[config.mk]
export PLATFORM = sky130hd
export DESIGN_NAME = aep_update
export DESIGN_NICKNAME = d
export VERILOG_FILES = /design/src/aep_pkg.sv /design/src/aep_update.sv
export SDC_FILE = /design/constraint.sdc
export NUM_CORES = 1
export LEC_CHECK = 0
export BUFFER_PORTS_ARGS = -buffer_cell sky130_fd_sc_hd__clkbuf_2
export CAP_MARGIN = 20
export CORE_AREA = 2 2 213 215
export CTS_BUF_LIST = sky130_fd_sc_hd__clkbuf_4 sky130_fd_sc_hd__clkbuf_8 sky130_fd_sc_hd__clkbuf_16
export DETAILED_ROUTE_END_ITERATION = 10
export DIE_AREA = 0 0 215 217
export GPL_ROUTABILITY_DRIVEN = 0
export GPL_TIMING_DRIVEN = 0
export PLACE_DENSITY_LB_ADDON = 0.08
export SLEW_MARGIN = 25
export SYNTH_ARGS = -nofsm -noshare
export SYNTH_HDL_FRONTEND = slang
export SYNTH_SLANG_ARGS = --single-unit
[constraint.sdc]
create_clock -name clk -period 13.6 [get_ports clk]
set_input_delay 1.36 -clock clk [delete_from_list [all_inputs] [get_ports clk]]
set_output_delay 1.36 -clock clk [all_outputs]
set_load 0.005 [all_outputs]
[src/aep_pkg.sv]
// Shared types, constants and codes for the alignment error profile block.
package aep_pkg;

  localparam int MAX_POSITIONS_DEF = 16384;
  localparam int COUNT_W = 32;
  localparam int POS_W = 15;
  localparam int HIGH_W = 14;
  localparam int CHAR_W = 8;
  localparam int BIN_W = 14;

  localparam logic [CHAR_W-1:0] GAP_CHAR = 8'd45;

  localparam logic OP_ACCUMULATE = 1'b0;
  localparam logic OP_READ = 1'b1;

  typedef enum logic [1:0] {
    KIND_IDENTITY,
    KIND_MISMATCH,
    KIND_INSERTION,
    KIND_DELETION
  } col_kind_t;

  typedef struct packed {
    logic              operation;
    logic [CHAR_W-1:0] query_char;
    logic [CHAR_W-1:0] genome_char;
    logic              exon_start;
    logic              forward;
    logic [POS_W-1:0]  query_from;
    logic [POS_W-1:0]  query_length;
    logic [BIN_W-1:0]  bin_index;
  } req_item_t;

  typedef struct packed {
    logic [COUNT_W-1:0] total_count;
    logic [COUNT_W-1:0] identity_count;
    logic [COUNT_W-1:0] mismatch_count;
    logic [COUNT_W-1:0] insertion_count;
    logic [COUNT_W-1:0] deletion_count;
    logic [HIGH_W-1:0]  highest_position;
    logic               out_of_range;
  } rsp_item_t;

  typedef struct packed {
    logic [COUNT_W-1:0] total;
    logic [COUNT_W-1:0] identity;
    logic [COUNT_W-1:0] mismatch;
    logic [COUNT_W-1:0] insertion;
    logic [COUNT_W-1:0] deletion;
  } counts_t;

  typedef struct packed {
    logic              read;
    logic              count;
    col_kind_t         kind;
    logic              bin_ok;
    logic [HIGH_W-1:0] highest;
    logic              out_of_range;
  } col_ctl_t;

endpackage

[src/aep_update.sv]
// Read-modify-write stage with forwarding, saturating counter update and result register.
module aep_update #(
  parameter int MAX_POSITIONS = aep_pkg::MAX_POSITIONS_DEF,
  localparam int ADDR_W = $clog2(MAX_POSITIONS)
) (
  input  logic                clk,
  input  logic                rst,
  input  logic                accept,
  input  aep_pkg::col_ctl_t   ctl,
  input  logic [ADDR_W-1:0]   addr,
  input  aep_pkg::counts_t    rd_data,
  output logic                blocked,
  output logic                wr_en,
  output logic [ADDR_W-1:0]   wr_addr,
  output aep_pkg::counts_t    wr_data,
  output logic                rsp_valid,
  input  logic                rsp_stall,
  output aep_pkg::rsp_item_t  rsp
);
  import aep_pkg::*;

  function automatic logic [COUNT_W-1:0] sat_inc(input logic [COUNT_W-1:0] v);
    return (&v) ? v : v + COUNT_W'(1);
  endfunction

  logic              s1_valid;
  col_ctl_t          s1_ctl;
  logic [ADDR_W-1:0] s1_addr;
  logic              fwd_hit;
  counts_t           fwd_data;

  counts_t cur;
  counts_t upd;
  logic    s1_go;

  always_comb begin
    cur = fwd_hit ? fwd_data : rd_data;
    upd = cur;
    upd.total = sat_inc(cur.total);
    unique case (s1_ctl.kind)
      KIND_IDENTITY:  upd.identity = sat_inc(cur.identity);
      KIND_MISMATCH:  upd.mismatch = sat_inc(cur.mismatch);
      KIND_INSERTION: upd.insertion = sat_inc(cur.insertion);
      KIND_DELETION:  upd.deletion = sat_inc(cur.deletion);
    endcase
    s1_go = s1_valid && !(s1_ctl.read && rsp_valid && rsp_stall);
    blocked = s1_valid && !s1_go;
    wr_en = s1_valid && !s1_ctl.read && s1_ctl.count;
    wr_addr = s1_addr;
    wr_data = upd;
  end

  always_ff @(posedge clk) begin
    if (rst) begin
      s1_valid <= 1'b0;
      rsp_valid <= 1'b0;
      fwd_hit <= 1'b0;
    end else begin
      if (accept) begin
        s1_valid <= 1'b1;
        fwd_hit <= wr_en && (wr_addr == addr);
      end else if (s1_go) begin
        s1_valid <= 1'b0;
      end
      if (s1_go && s1_ctl.read) begin
        rsp_valid <= 1'b1;
      end else if (!rsp_stall) begin
        rsp_valid <= 1'b0;
      end
    end
  end

  always_ff @(posedge clk) begin
    if (accept) begin
      s1_ctl <= ctl;
      s1_addr <= addr;
      fwd_data <= upd;
    end
    if (s1_go && s1_ctl.read) begin
      rsp.total_count <= s1_ctl.bin_ok ? cur.total : '0;
      rsp.identity_count <= s1_ctl.bin_ok ? cur.identity : '0;
      rsp.mismatch_count <= s1_ctl.bin_ok ? cur.mismatch : '0;
      rsp.insertion_count <= s1_ctl.bin_ok ? cur.insertion : '0;
      rsp.deletion_count <= s1_ctl.bin_ok ? cur.deletion : '0;
      rsp.highest_position <= s1_ctl.highest;
      rsp.out_of_range <= s1_ctl.out_of_range;
    end
  end

  a_write_only_accumulate: assert property (@(posedge clk) disable iff (rst)
    wr_en |-> !s1_ctl.read)
    else $error("Counter write issued for a read item.");

  a_read_held_on_stall: assert property (@(posedge clk) disable iff (rst)
    (s1_valid && s1_ctl.read && rsp_valid && rsp_stall) |=> (s1_valid && s1_ctl.read))
    else $error("Pending read item lost while the result register was stalled.");

  a_accept_fills_stage: assert property (@(posedge clk) disable iff (rst)
    accept |=> s1_valid)
    else $error("Accepted item did not reach the update stage.");

endmodule
==> results.ini <==
[status]
status = finished, final reports clean

[logic_synthesis]
synth_commonest_cells = edfxtp_1, nor2b_1, mux2i_1, nand2_1, xor2_1
seq_area_frac_synth_pct = 57.3
synth_top_family_by_area = simple AND/OR/NAND/NOR gates
synth.largest_area_cell = edfxtp_1
synth_edf_count = 369
synth-simple-area-share_pct = 18.8
ys_warn_count = 0
synthDominantCellAreaShare_pct = 57.0
syn_area_per_cell_sq_um = 12.6
ys_seq_elements = 372
synth.distinct_cells = 87
ys.flop_type = edfxtp_1
muxShareOfSynthArea_pct = 8.01
yosysMostFrequentCell = edfxtp_1
synth_compound_area_share_pct = 5.34
synth_xor_area_share_pct = 7.75
syn-cell-area_sq_um = 19400
syn_inst = 1545
synthAdderAreaFrac_pct = 0.322
async_flop_share_pct = 0
synth_area_leaders = edfxtp_1, mux2i_1, nor2b_1
synth.net_count = 1748

[cells_and_area]
nets = 2353
fin_cells = 2786
drive_above_1_share_pct = 33.4
areaGrowthSynthToFinish_pct = 27.2
finish.utilization_pct = 55.3
fillers = 4028

[route]
drc = 0
dr.pass1.iters = 6
wl_per_cell_um = 26.3
drt_iter0_markers = 1461
wl_um = 73200
post_drt_via_cell_ratio = 5.67
ant_nets = 0
num_vias = 15800

[critical_path]
r2r-start = fwd_hit$_SDFFE_PP0P_
worst_setup_path_end_kind = output pin
crit_required_ns = 12.24
crit_start = fwd_hit$_SDFFE_PP0P_
reg2reg_depth = 18
rr_endpoint = fwd_data[9]$_DFFE_PP_
endpoint = wr_data[9]
cp-start-kind = flip-flop
crit_fanout = 10
r2r_slack_ns = 7.56
cp.arrival_ns = 6.59
worstSetupPathType = flip-flop to output pin

[floorplanning]
fp.dieW_um = 215
die_h_um = 217
dieArea_sq_um = 46700
initial_utilization_pct = 43.5
ios = 550
rows = 78
core_sq_um = 44700

[timing]
clock_skew_ns = 0.0261
final-setup-viol-count = 0
finalHoldViolCount = 0
fmax_mhz = 126
slew_viol_final = 0
max_slew.worst_pin.slew_ns = 1.03
timing.final.crit_share_pct = 58.5
setup_ws_ns = 5.65
rsz0062_at_grt = no
finalCriticalPeriod_ns = 7.95
hold_ws_ns = 0.418
relSlewSlack_pct = 31.3

[cts]
htree_num_levels = 2
clockBufferDepth = 3
clkLatencyLatePin_ns = 0.59
clkTransAtPathRegs_ns = 0.05
cts_tree = done
cts_hold_buffers = 0
cts-buffers-inserted = 43
ctsResizeCount = 0
clock_sinks = 372
cts_root_buf = clkbuf_16
post-cts-setup-buffers = 0

[placed_design]
post-place-ws_ns = 6.29
port_buffers = 549
placed_cells = 2705
dpl.hpwl_um = 53600

[power]
intPower_uw = 2190
power.switching_uw = 681
finalPower_uw = 2870
seqPwrFrac_pct = 47.4
pwr-share-clk_pct = 42.5
comb_power_share_pct = 10.1
pwr_density_cell_nw_per_um2 = 116
sw_frac_of_total_pct = 23.7
ir_worst_vdd_mv = 0.0878
leakage_uw = 0.00922

[global_route]
grt_max_degree = 75
overflow = 0
grt_pass1_vias = 15300
antenna_found_initial = 9
grt_use_total_pct = 30.4
grt_pass1_wl_um = 104000

[flow_run]
maxCapViolCount = 0

[worst_hold_path]
hold_path.class = flip-flop to flip-flop

==> cell type report <==
cell class | count | area [sq um] | area share (%)
Sequential cell | 372 | 11100 | 45.1
Multi-Input combinational cell | 1096 | 7830 | 31.7
Timing Repair Buffer | 560 | 3060 | 12.4
Clock buffer | 57 | 1180 | 4.78
Tap cell | 600 | 751 | 3.04
Buffer | 64 | 430 | 1.74
Clock inverter | 17 | 258 | 1.04
Inverter | 13 | 48.8 | 0.197
Antenna cell | 7 | 17.5 | 0.0709
==> worst min-delay path by stage <==
stage	from	slack, ns	depth (start not counted)	end
finish	s1_ctl[8]$_DFFE_PP_	0.42	0	rsp[8]$_DFFE_PP_
global route	s1_ctl[14]$_DFFE_PP_	0.42	0	rsp[14]$_DFFE_PP_
CTS	s1_ctl[5]$_DFFE_PP_	0.42	0	rsp[5]$_DFFE_PP_
detailed placement	s1_ctl[5]$_DFFE_PP_	0.41	0	rsp[5]$_DFFE_PP_
global placement	s1_ctl[5]$_DFFE_PP_	0.40	0	rsp[5]$_DFFE_PP_
floorplan	s1_ctl[0]$_DFFE_PP_	0.40	0	rsp[0]$_DFFE_PP_
==> worst max-delay path: stages (launching register included) <==
cell and delay, ns:
dfxtp_1 0.32, buf_6 0.17, buf_6 0.22, buf_6 0.24, buf_4 0.34, buf_4 0.34, buf_2 0.52, buf_2 0.46
buf_2 0.52, mux2i_1 0.23, inv_1 0.10, ha_1 0.17, a21boi_0 0.49, nand3_1 0.32, nor4_4 0.41, nor2_1 0.26
buf_2 0.27, nand2_1 0.11, xor2_1 0.32, clkbuf_2 0.18
==> cell usage in the layout, fill, tap and decap left out, types with 5 or more instances in the layout <==
| master | count |
|---|---|
| a32oi_1 | 7 |
| buf_16 | 11 |
| and3_1 | 13 |
| nor4_1 | 13 |
| a22oi_1 | 5 |
| xor2_1 | 105 |
| nor2b_1 | 156 |
| mux2_2 | 19 |
| inv_1 | 12 |
| nand2b_1 | 13 |
| a21oi_1 | 31 |
| and2_1 | 27 |
| clkinv_1 | 5 |
| clkbuf_4 | 14 |
| nor3_1 | 20 |
| o21ai_0 | 18 |
| nor2_1 | 38 |
| buf_6 | 12 |
| nand2_1 | 130 |
| ha_1 | 5 |
| clkbuf_1 | 20 |
| nand3b_1 | 34 |
| xnor2_1 | 67 |
| a21boi_0 | 14 |
| edfxtp_1 | 369 |
| a31oi_1 | 9 |
| mux2i_1 | 133 |
| clkbuf_16 | 43 |
| a32o_1 | 7 |
| buf_2 | 22 |
| nand3_1 | 83 |
| diode_2 | 7 |
| bufinv_16 | 7 |
| clkbuf_2 | 550 |
| nand4b_1 | 16 |
| nand4_1 | 40 |
==> state kept, by name, summed over array words and instances, names as in the netlist <==
name / flops
fwd_hit: 1
rsp_valid: 1
fwd_data: 160
s1_valid: 1
wr_addr: 14
rsp: 175
s1_ctl: 20
==> kinds of logic (layout without fill, tap and decap cells) <==
logic type,Yosys count,in the layout
other,0,7
XOR/XNOR,172,172
buffers and inverters,77,711
adder cells (fa/ha/maj),5,5
flip-flops,372,372
AND/OR/NAND/NOR,627,627
AO/OA/AOI/OAI,139,139
multiplexers,153,153
==> power groups by stage <==
stage	logic (uW)	clock network [uW]	registers, uW
2_1_floorplan	124	0	1380
3_3_place_gp	276	0	1400
3_5_place_dp	289	0	1380
4_1_cts	291	1230	1360
5_1_grt	314	1280	1370
6_report	291	1220	1360
==> stage by stage <==
stage | area [sq um] | TNS, ns
3_5_place_dp | 23300 | 0
6_report | 24700 | 0
3_3_place_gp | 22900 | -278.54
4_1_cts | 24700 | 0
5_1_grt | 24700 | 0
2_1_floorplan | 19400 | 0
==> routing by layer <==
layer / global-route usage [%] / part of all wire [%]
met4: 12.7 / 4.2
met5: 0 / 0.015
met1: 40.4 / 41
met2: 48.5 / 46
met3: 6.65 / 8.6
Power figures use the tool's default switching activity.
