File: src/aep_pkg.sv
// Shared types, constants and codes for the alignment error profile block.
package aep_pkg;

  localparam int MAX_POSITIONS_DEF = 16384;
  localparam int COUNT_W = 32;
  localparam int POS_W = 15;
  localparam int HIGH_W = 14;
  localparam int CHAR_W = 8;
  localparam int BIN_W = 14;

  localparam logic [CHAR_W-1:0] GAP_CHAR = 8'd45;

  localparam logic OP_ACCUMULATE = 1'b0;
  localparam logic OP_READ = 1'b1;

  typedef enum logic [1:0] {
    KIND_IDENTITY,
    KIND_MISMATCH,
    KIND_INSERTION,
    KIND_DELETION
  } col_kind_t;

  typedef struct packed {
    logic              operation;
    logic [CHAR_W-1:0] query_char;
    logic [CHAR_W-1:0] genome_char;
    logic              exon_start;
    logic              forward;
    logic [POS_W-1:0]  query_from;
    logic [POS_W-1:0]  query_length;
    logic [BIN_W-1:0]  bin_index;
  } req_item_t;

  typedef struct packed {
    logic [COUNT_W-1:0] total_count;
    logic [COUNT_W-1:0] identity_count;
    logic [COUNT_W-1:0] mismatch_count;
    logic [COUNT_W-1:0] insertion_count;
    logic [COUNT_W-1:0] deletion_count;
    logic [HIGH_W-1:0]  highest_position;
    logic               out_of_range;
  } rsp_item_t;

  typedef struct packed {
    logic [COUNT_W-1:0] total;
    logic [COUNT_W-1:0] identity;
    logic [COUNT_W-1:0] mismatch;
    logic [COUNT_W-1:0] insertion;
    logic [COUNT_W-1:0] deletion;
  } counts_t;

  typedef struct packed {
    logic              read;
    logic              count;
    col_kind_t         kind;
    logic              bin_ok;
    logic [HIGH_W-1:0] highest;
    logic              out_of_range;
  } col_ctl_t;

endpackage

File: src/aep_track.sv
// Query position tracking, column classification and the highest-position and range flags.
module aep_track #(
  parameter int MAX_POSITIONS = aep_pkg::MAX_POSITIONS_DEF,
  localparam int ADDR_W = $clog2(MAX_POSITIONS)
) (
  input  logic                clk,
  input  logic                rst,
  input  logic                accept,
  input  aep_pkg::req_item_t  item,
  output aep_pkg::col_ctl_t   ctl,
  output logic [ADDR_W-1:0]   addr
);
  import aep_pkg::*;

  logic [POS_W-1:0] current_position;
  logic             direction_forward;
  logic [POS_W-1:0] max_position;
  logic             range_error;

  logic             dir_eff;
  logic [POS_W-1:0] pos_eff;
  logic [POS_W-1:0] pos_next;
  logic             in_range;
  logic             bin_ok;
  col_kind_t        kind;

  always_comb begin
    dir_eff = item.exon_start ? item.forward : direction_forward;
    pos_eff = current_position;
    if (item.exon_start) begin
      if (item.forward) begin
        pos_eff = item.query_from - POS_W'(1);
      end else begin
        pos_eff = item.query_length - item.query_from + POS_W'(1);
      end
    end
    pos_next = pos_eff;
    if (item.query_char != GAP_CHAR) begin
      pos_next = dir_eff ? pos_eff + POS_W'(1) : pos_eff - POS_W'(1);
    end
    in_range = 32'(pos_eff) < 32'(MAX_POSITIONS);
    bin_ok = 32'(item.bin_index) < 32'(MAX_POSITIONS);

    if (item.query_char == item.genome_char) begin
      kind = KIND_IDENTITY;
    end else if (item.query_char == GAP_CHAR) begin
      kind = KIND_DELETION;
    end else if (item.genome_char == GAP_CHAR) begin
      kind = KIND_INSERTION;
    end else begin
      kind = KIND_MISMATCH;
    end

    ctl.read = item.operation == OP_READ;
    ctl.count = (item.operation == OP_ACCUMULATE) && in_range;
    ctl.kind = kind;
    ctl.bin_ok = bin_ok;
    ctl.highest = max_position[HIGH_W-1:0];
    ctl.out_of_range = range_error;
    addr = (item.operation == OP_READ) ? ADDR_W'(item.bin_index) : ADDR_W'(pos_eff);
  end

  always_ff @(posedge clk) begin
    if (rst) begin
      current_position <= '0;
      direction_forward <= 1'b1;
      max_position <= '0;
      range_error <= 1'b0;
    end else if (accept && item.operation == OP_ACCUMULATE) begin
      current_position <= pos_next;
      direction_forward <= dir_eff;
      if (in_range) begin
        if (pos_eff > max_position) begin
          max_position <= pos_eff;
        end
      end else begin
        range_error <= 1'b1;
      end
    end
  end

endmodule

File: config.mk
export PLATFORM = sky130hd
export DESIGN_NAME = aep_track
export DESIGN_NICKNAME = d
export VERILOG_FILES = /design/src/aep_pkg.sv /design/src/aep_track.sv
export SDC_FILE = /design/constraint.sdc
export NUM_CORES = 1
export LEC_CHECK = 0
export BUFFER_PORTS_ARGS = -buffer_cell sky130_fd_sc_hd__buf_2
export CAP_MARGIN = 20
export CORE_ASPECT_RATIO = 2
export CORE_MARGIN = 3
export CORE_UTILIZATION = 29
export DETAILED_ROUTE_END_ITERATION = 8
export PLACE_DENSITY_LB_ADDON = 0.2
export SYNTH_ARGS = -nofsm -noshare
export SYNTH_HDL_FRONTEND = slang
export SYNTH_SLANG_ARGS = --single-unit
File: constraint.sdc
create_clock -name clk -period 5.23 [get_ports clk]
set_clock_uncertainty 0.1 [all_clocks]
set_input_delay 0.2615 -clock clk [delete_from_list [all_inputs] [get_ports clk]]
set_output_delay 0.2615 -clock clk [all_outputs]
set_load 0.03 [all_outputs]
==> results.yml, run 1 <==
placement:
  place_ws_ps: 135
  io_buffers: 98
  dp_hpwl_um: 11900
  place_area_um2: 5050
  place_congestion: 0.853
finish:
  fillers: 1614
  syn_to_final_growth_pct: 18.0
  regArea_um2: 641
  multi_input_comb_area_um2: 3350
  finalNetCount: 796
  final_area_um2: 5240
  drive_above_1_share_pct: 21.6
  n_antenna_cell: 0
yosys:
  synthFlopType: "dfxtp_1"
  synth-seq-cells: 32
  yosysTopAreaCell: "dfxtp_1"
  async_flop_share_pct: 0
  yosysTopAreaCellShare_pct: 14.4
  seq_area_frac_synth_pct: 14.4
  synth_edf_count: 0
  ys_warn_count: 0
  synthCells: 599
  syn_nets: 717
  synth_cell_types: 73
  avgSynthCellArea_um2: 7.41
  synth_area_um2: 4440
  ys_top_cells_by_area: "dfxtp_1, ha_1, xnor2_1, a21oi_1, inv_1"
grt:
  grtUsageTotal_pct: 17.0
  antenna_found_initial: 0
  grt_pass1_wl_um: 22900
  grt-ovfl-total: 0
  grt_pass1_vias: 4787
  grt_max_degree: 35
critical_path:
  cp.arrival_ps: 4750
  critical_path_class: "primary input to register"
  required_ps: 5270
  path_max_fanout: 10
  r2r-start: "direction_forward"
  r2r_cells: 14
  start_kind: "primary input"
  rrSetupSlack_ps: 1530
  reg2reg_to: "current_position[14]"
  cp-end-kind: "register"
min_path:
  worstHoldStart: "current_position[2]"
  worstHoldPathType: "register to register"
  min_to: "current_position[2]"
  holdPathStages: 2
clocking:
  numCtsBuffers: 5
  cts_buffer_depth: 2
  cts_tree: "built"
  cts.reportedPaths.clkPinSlew_ps: 60
  clk_latency_ps: 290
  clockRootBuffer: "clkbuf_16"
  htree_levels: 2
  clock_sinks: 32
power:
  powerDensity_nw_per_um2: 257
  vdd_drop_max_mv: 0.170
  p_leak_nw: 2.29
  finalPower_w: 0.00135
sta:
  drv_slew: 0
  whs_ps: 356
  min_period_ps: 4720
  fmax_mhz: 212
  rsz0062_at_grt: "false"
  finalSetupViolations: 0
  hold_viol: 0
  setup_slack_ps: 514
  relSlewSlack_pct: 36.0
  period_share_pct: 90.2
  finalSetupTns_ps: 0
  worstMarginPinSlew_ps: 961
route:
  via_per_inst: 5.23
  via_count: 4568
  drt_iter0_drc: 124
  drt_pre_antenna_iters: 4
  post-route-drc-count: 0
  ant_nets: 0
  detail_route.wl_per_cell_um: 16.5
  routed_wirelength_um: 14400
floorplan:
  rows: 63
  core_area_um2: 14900
  dieArea_um2: 16900
  ios: 100
  die-width_um: 93.5
  die_h_um: 181
  initial_core_util_pct: 29.8
outcome:
  run_status: "finished, final reports clean"
run:
  maxCapViolCount: 0
[report_power, final]
part           switching (W)  internal, W  total [W]
Clock               0.000118     0.000224   0.000342
Sequential         0.0000196     0.000270   0.000290
Combinational       0.000425     0.000288   0.000713
Total               0.000563     0.000782    0.00135
[how the worst max path moves through the flow]
stage / start / endpoint / slack (ps) / depth (start not counted)
4_1_cts: item[30] / max_position[1] / 400 / 23
6_report: item[30] / max_position[13] / 510 / 22
2_1_floorplan: item[15] / max_position[13] / 650 / 23
5_1_grt: item[15] / max_position[0] / 30 / 23
3_3_place_gp: item[15] / max_position[13] / 260 / 23
3_5_place_dp: item[30] / max_position[1] / 130 / 23
[kinds of logic after synthesis]
| family | share of synthesized area [%] |
|---|---|
| AO/OA/AOI/OAI | 27.6 |
| AND/OR/NAND/NOR | 21.2 |
| buffers and inverters | 10.3 |
| adder cells (fa/ha/maj) | 15.7 |
| XOR/XNOR | 7.50 |
| flip-flops | 14.4 |
| multiplexers | 3.18 |
| other | 0.0845 |
[final cells by class]
cell class	instances	area share [%]
Timing Repair Buffer	116	11.9
Inverter	58	4.16
Tap cell	195	4.66
Clock buffer	6	2.46
Clock inverter	2	0.669
Multi-Input combinational cell	465	63.9
Sequential cell	32	12.2
[metrics by stage]
step,util (%),cells
6_report,35.2,874
5_1_grt,35.2,874
4_1_cts,35.0,872
3_5_place_dp,33.9,864
3_3_place_gp,33.9,864
2_1_floorplan,-,599
[state kept, by name (all words and copies together) (netlist names)]
name,count
range_error,1
direction_forward,1
current_position,15
max_position,15
[routing by layer]
metal	part of all wire, %	wire, um	GRT usage (%)	vias up
met4	4.3	614	9.45	0
li1	-	-	-	2316
met3	2.9	415	1.79	31
met1	36	5190	16.1	2132
met2	57	8180	33.8	89
met5	0	0	0	-
[cells in the mapped netlist (all sizes together) (4+ instances only)]
cell     n
nor2b    8
ha      50
nor3    24
a21o    11
a21oi   47
mux2     9
and4     4
and3     5
nor4b    4
and2     4
o21ai   34
o21a     4
o211ai  13
nand2   47
clkbuf  20
xnor2   30
nand3   18
inv     58
a31oi   10
xor2     8
a211o    4
a311oi   6
nand2b   6
nor2    36
mux2i    4
dfxtp   32
a211oi  14
nand4    7
buf     24
or3      5
[cells in the final DEF (no fill, tap or decap), types with 3 or more instances in the layout]
cell / count
mux2i_1: 4
nor2_1: 36
buf_2: 98
dfxtp_1: 32
o21a_1: 4
a21oi_1: 46
ha_1: 50
o311ai_0: 3
a31oi_1: 10
o21ai_0: 32
o22ai_1: 3
mux2_2: 9
clkbuf_16: 5
and2_1: 3
buf_4: 18
nand4_1: 6
xnor2_1: 30
a211o_1: 4
nor4_1: 3
a311oi_1: 6
xor2_1: 8
and3_1: 4
a21boi_0: 3
nand3_1: 18
nor2b_1: 8
or3_1: 5
a21o_1: 11
o2111ai_1: 3
o211ai_1: 12
o31a_1: 3
nor3_1: 23
nand2b_1: 6
nand2_1: 47
inv_1: 58
a211oi_1: 12
and4_1: 4
or4_1: 3
[critical path, cell delays in order]
cell and delay (ps):
buf_2 120, ha_1 260, inv_1 60, ha_1 160
inv_1 50, fa_1 370, nand2b_1 200, a211oi_2 290
o21ai_0 160, a21boi_0 240, o21ai_0 120, a21boi_0 170
o21ai_0 140, a31o_2 320, ha_1 350, and3_1 170
o211ai_1 90, nor4bb_1 150, maj3_1 380, o211a_1 350
nor3_1 260, nor3_2 70
[timing repair]
action                     4_1_cts  5_1_grt
gates resized for setup          0        1
buffers inserted                 0        2
hold buffers                     0        0
setup endpoints to repair        0       13
(Power assumes the default switching activity.)
==> inputs of run 2 (changes only) <==
--- a/config.mk
+++ b/config.mk
@@ -9,7 +9,7 @@
 export CAP_MARGIN = 20
 export CORE_ASPECT_RATIO = 2
 export CORE_MARGIN = 3
-export CORE_UTILIZATION = 29
+export CORE_UTILIZATION = 45
 export DETAILED_ROUTE_END_ITERATION = 8
 export PLACE_DENSITY_LB_ADDON = 0.2
 export SYNTH_ARGS = -nofsm -noshare
==> run 2 against run 1 <==
  * Register-to-register slack got worse by 400 ps
  * Largest cell class unchanged
  * Routed wire length shrank 7.4%
  * Hold slack got worse by 7.7 ps
  * Count of clock-buffer cells in the layout rose by 2
  * Combinational power about the same
  * Largest power group unchanged
==> results.yml, run 2 (synthesis results as in run 1) <==
route:
  highest_layer: "met4"
  m1WireLength_um: 5040
  met3WireLength_um: 403
  via_per_inst: 5.73
  detail_route.wl_per_cell_um: 16.5
  drt_iter0_drc: 238
  routed_wirelength_um: 13300
  via_count: 4633
  dr_wl_met2_um: 7270
  ant_nets: 0
  drt_pre_antenna_iters: 4
  post-route-drc-count: 0
outcome:
  run_status: "finished, final reports clean"
critical_path:
  rrSetupSlack_ps: 1130
  required_ps: 5270
  cp.arrival_ps: 4820
  start_kind: "primary input"
  r2r_cells: 15
  path_depth: 22
  cpMaxStageDelayCell: "maj3_1"
  crit_path_max_incr_delay_ps: 390
  path_max_fanout: 10
  cp_cell_sequence: "buf_2 -> ha_1 -> inv_1 -> ha_1 -> inv_1 -> fa_1 -> nand2b_1 -> a211oi_1 -> o21ai_0 -> a21boi_0 -> o21ai_0 -> a21boi_0 -> o21ai_0 -> a31o_2 -> ha_1 -> and3_1 -> o211ai_1 -> nor4bb_1 -> maj3_1 -> o211a_1 -> nor3_1 -> nor3_2"
  cp-end-kind: "register"
  crit_buf_inv: 3
  crit_family: "compound AO/OA/AOI/OAI gates"
  critical_path_class: "primary input to register"
floorplan:
  die_h_um: 146
  rows: 50
  core_area_um2: 9510
  initial_core_util_pct: 46.7
  dieArea_um2: 11200
  ios: 100
  die-width_um: 76.2
sta:
  finalSetupTns_ps: 0
  finalSetupViolations: 0
  rsz0062_at_grt: "false"
  fmax_mhz: 209
  relSlewSlack_pct: 41.0
  drv_slew: 0
  hold_viol: 0
  period_share_pct: 91.3
  min_period_ps: 4770
  worstMarginPinSlew_ps: 885
power:
  finalPower_w: 0.00129
  vdd_drop_max_mv: 0.267
  p_leak_nw: 2.27
  powerDensity_nw_per_um2: 252
placement:
  dpl.cell_count: 794
  place_congestion: 0.835
  dp_hpwl_um: 10800
  io_buffers: 98
finish:
  mostFrequentLayoutCells: "buf_2, inv_1, ha_1, nand2_1, a21oi_1"
  fin_cells: 808
  reg_top3: "current_position (15), max_position (15)"
  final_common_cell: "buf_2"
  n_antenna_cell: 0
  drive_above_1_share_pct: 21.2
  syn_to_final_growth_pct: 15.5
  finalNetCount: 795
clocking:
  clock_sinks: 32
  htree_levels: 2
  cts.reportedPaths.clkPinSlew_ps: 50
  cts_buffer_depth: 2
  clk_latency_ps: 280
  cts_resized: 0
  cts_tree: "built"
  numCtsBuffers: 5
  clockRootBuffer: "clkbuf_16"
min_path:
  holdPathStages: 2
  worstHoldPathType: "register to register"
grt:
  antenna_found_initial: 0
  grt_max_degree: 35
  grt_pass1_wl_um: 22100
  grt_pass1_vias: 4810
  grtUsageTotal_pct: 23.8
  grt-ovfl-total: 0
run:
  maxCapViolCount: 0
-- run 2: changes by cell type in the layout (fill, tap and decap cells not counted), sizes merged --
cell    change
bufinv      -1
clkinv      -1
buf         -1
clkbuf      +2
-- run 2: repair_timing --
item | 4_1_cts | 5_1_grt
setup endpoints to repair | 0 | 1
setup buffers | 0 | 6
hold buffers | 0 | 0
hold endpoints to repair | 0 | 0
-- run 2: through the flow --
| stage | hold slack [ps] | util [%] | cell area (um^2) | worst slack (ps) |
|---|---|---|---|---|
| 5_1_grt | 376 | 53.9 | 5130 | 62.4 |
| 3_5_place_dp | 345 | 51.9 | 4930 | 157 |
| 6_report | 348 | 53.9 | 5130 | 455 |
| 2_1_floorplan | 329 | - | 4440 | 647 |
| 4_1_cts | 352 | 53.4 | 5080 | 453 |
| 3_3_place_gp | 336 | 51.9 | 4930 | 320 |
-- run 2: cell type report --
class / count / area [um^2]
repair buffers: 115 / 618
flip-flops and latches: 32 / 641
inverters: 58 / 218
multi-input cells: 465 / 3340
well taps: 130 / 163
fillers: 971 / 4380
clock buffers: 8 / 146
-- run 2: power by group --
part / internal, W / switching [W]
registers: 0.000271 / 0.0000187
logic: 0.000286 / 0.000424
clock network: 0.000190 / 0.000105
total: 0.000746 / 0.000547
-- run 2: per-layer routing --
metal	up-vias	track usage (%)
li1	2338	-
met1	2149	24.4
met2	111	46.2
met3	35	2.28
met4	0	12.4
met5	-	0
-- run 2: worst paths after layout --
kind | start | endpoint
worst max-delay path | item[30] | max_position[13]
worst max register to register | direction_forward | current_position[14]
worst min-delay path | current_position[7] | current_position[7]
worst min register to register | current_position[7] | current_position[7]
-- run 2: tightest hold or removal path, cell delays in order (launching register included) --
cell and delay, ps:
dfxtp_1 300, nand2_1 50, a21oi_1 50
==> inputs of run 3 (changes only) <==
==> constraint.sdc (replaced) <==
create_clock -name clk -period 5.23 [get_ports clk]
set_clock_uncertainty 0.1 [all_clocks]
set_input_delay 0.523 -clock clk [delete_from_list [all_inputs] [get_ports clk]]
set_output_delay 0.523 -clock clk [all_outputs]
set_load 0.03 [all_outputs]
==> run 3 against run 2 <==
  * Sequential cell count stayed put
  * Routed wire length shrank 1.3%
  * Final area up 0.76%
  * Via count up 1.3%
  * Sequential share of layout area decreased by 0.094 points
  * Die area stayed put
  * Critical path depth is 1 higher
  * Core utilization grew 0.41 points
  * Power is 1.2% lower
  * Global-route usage decreased by 0.50 points
  * Critical path type unchanged
  * Setup slack better by 10 ps
  * Clock power fell by 9.2%
==> results.yml, run 3 (synthesis results as in run 1) <==
outcome:
  run_status: "finished, final reports clean"
placement:
  dp_hpwl_um: 10700
  io_buffers: 98
  place_congestion: 0.864
floorplan:
  ios: 100
  die-width_um: 76.2
  rows: 50
  initial_core_util_pct: 46.7
  die_h_um: 146
  dieArea_um2: 11200
  core_area_um2: 9510
power:
  internal_power_w: 0.000737
  power.switching_w: 0.000541
  p_leak_nw: 2.28
  vdd_drop_max_mv: 0.197
  powerDensity_nw_per_um2: 247
  seqPwrFrac_pct: 22.7
  switching_share_pct: 42.3
  power_frac_clock_pct: 20.9
  power_frac_comb_pct: 56.4
min_path:
  worstHoldStart: "current_position[3]"
  worstHoldPathType: "register to register"
sta:
  fmax_mhz: 210
  hold_viol: 0
  whs_ps: 346
  relSlewSlack_pct: 43.0
  rsz0062_at_grt: "false"
  worstMarginPinSlew_ps: 855
  finalSetupTns_ps: 0
  finalSetupViolations: 0
  min_period_ps: 4760
  period_share_pct: 91.1
  drv_slew: 0
finish:
  final_common_cell: "buf_2"
  n_antenna_cell: 0
  reg_top3: "current_position (15), max_position (15)"
  syn_to_final_growth_pct: 16.3
  finalNetCount: 799
  mostFrequentLayoutCells: "buf_2, inv_1, ha_1, nand2_1, a21oi_1"
  fillers: 945
  drive_above_1_share_pct: 21.9
clocking:
  htree_levels: 2
  clock_sinks: 32
  numCtsBuffers: 5
  clockRootBuffer: "clkbuf_16"
  cts_tree: "built"
  hold_buffers: 0
  cts.reportedPaths.clkPinSlew_ps: 50
  cts_buffer_depth: 2
  clk_latency_ps: 280
route:
  ant_nets: 0
  via_count: 4693
  post-route-drc-count: 0
  drt_iter0_drc: 177
  drt_pre_antenna_iters: 5
  detail_route.wl_per_cell_um: 16.3
  routed_wirelength_um: 13200
  via_per_inst: 5.80
critical_path:
  cp-end-kind: "register"
  r2r-start: "direction_forward"
  reg2reg_to: "current_position[14]"
  critical_path_class: "primary input to register"
  cp-endpoint: "max_position[10]"
  path_max_fanout: 19
  start_kind: "primary input"
  rrSetupSlack_ps: 1650
  required_ps: 5310
  cp.arrival_ps: 4850
  cp-startpoint: "item[30]"
  r2r_cells: 14
grt:
  grtUsageTotal_pct: 23.3
  grt_max_degree: 35
  grt-ovfl-total: 0
  grt_pass1_vias: 4629
  antenna_found_initial: 0
  grt_pass1_wl_um: 21500
run:
  maxCapViolCount: 0
==> run 3: cell count changes in the layout (fill, tap and decap cells not counted), sizes merged <==
| cell | change |
|---|---|
| clkbuf | -3 |
| buf | +4 |
==> run 3: timing repair <==
item	4_1_cts	5_1_grt
resized for setup	0	3
setup endpoints to repair	0	14
buffers inserted	0	3
==> run 3: power groups by stage <==
stage | clock (W) | sequential (W) | combinational (W)
detailed placement | 0 | 0.000294 | 0.000708
finish | 0.000267 | 0.000290 | 0.000721
CTS | 0.000270 | 0.000290 | 0.000712
floorplan | 0 | 0.000289 | 0.000539
global route | 0.000281 | 0.000293 | 0.000801
global placement | 0 | 0.000294 | 0.000692
==> run 3: worst max-delay path, cell delays in order <==
cell,delay (ps)
buf_2,120
ha_1,270
inv_1,60
ha_1,150
inv_1,50
fa_1,370
nand2b_1,200
a211oi_2,230
o21ai_0,130
a21boi_1,190
o21ai_0,120
a21boi_0,180
o21ai_0,140
a31o_2,280
ha_1,330
and3_1,160
o211ai_1,80
nor4bb_1,150
maj3_1,390
o211ai_2,210
buf_12,180
a21oi_1,70
a311oi_1,250
==> run 3: per-stage QoR <==
step                      instance area [um^2]  utilization [%]  power, W  setup slack, ps  instances
final                                     5160             54.3   0.00128              466        809
after CTS                                 5120             53.9   0.00127              305        806
after floorplan                           4440                -  0.000828              386        599
after global routing                      5160             54.3   0.00138             59.2        809
after detailed placement                  5000             52.6   0.00100             37.3        801
after global placement                    5000             52.6  0.000986              152        801
==> run 3: worst min path at each step <==
| stage | endpoint | slack [ps] | cells past startpoint |
|---|---|---|---|
| 6_report | current_position[3] | 350 | 2 |
| 5_1_grt | current_position[3] | 360 | 2 |
| 4_1_cts | current_position[3] | 350 | 2 |
| 3_5_place_dp | current_position[2] | 340 | 2 |
| 3_3_place_gp | current_position[3] | 340 | 2 |
| 2_1_floorplan | current_position[3] | 330 | 2 |
==> run 3: cell type report <==
type / count / area (um^2) / share of cell area [%]
clock buffers: 5 / 125 / 2.42
inverters: 58 / 218 / 4.22
multi-input cells: 465 / 3350 / 64.8
flip-flops and latches: 32 / 641 / 12.4
well taps: 130 / 163 / 3.15
repair buffers: 119 / 673 / 13.0
==> run 3: metal layers <==
| layer | GRT usage (%) | vias up | wire [um] |
|---|---|---|---|
| met5 | 0 | - | 0 |
| met4 | 10.9 | 0 | 523 |
| met3 | 2.84 | 33 | 631 |
| met2 | 46.2 | 141 | 7180 |
| met1 | 23.3 | 2187 | 4830 |
| li1 | - | 2332 | - |
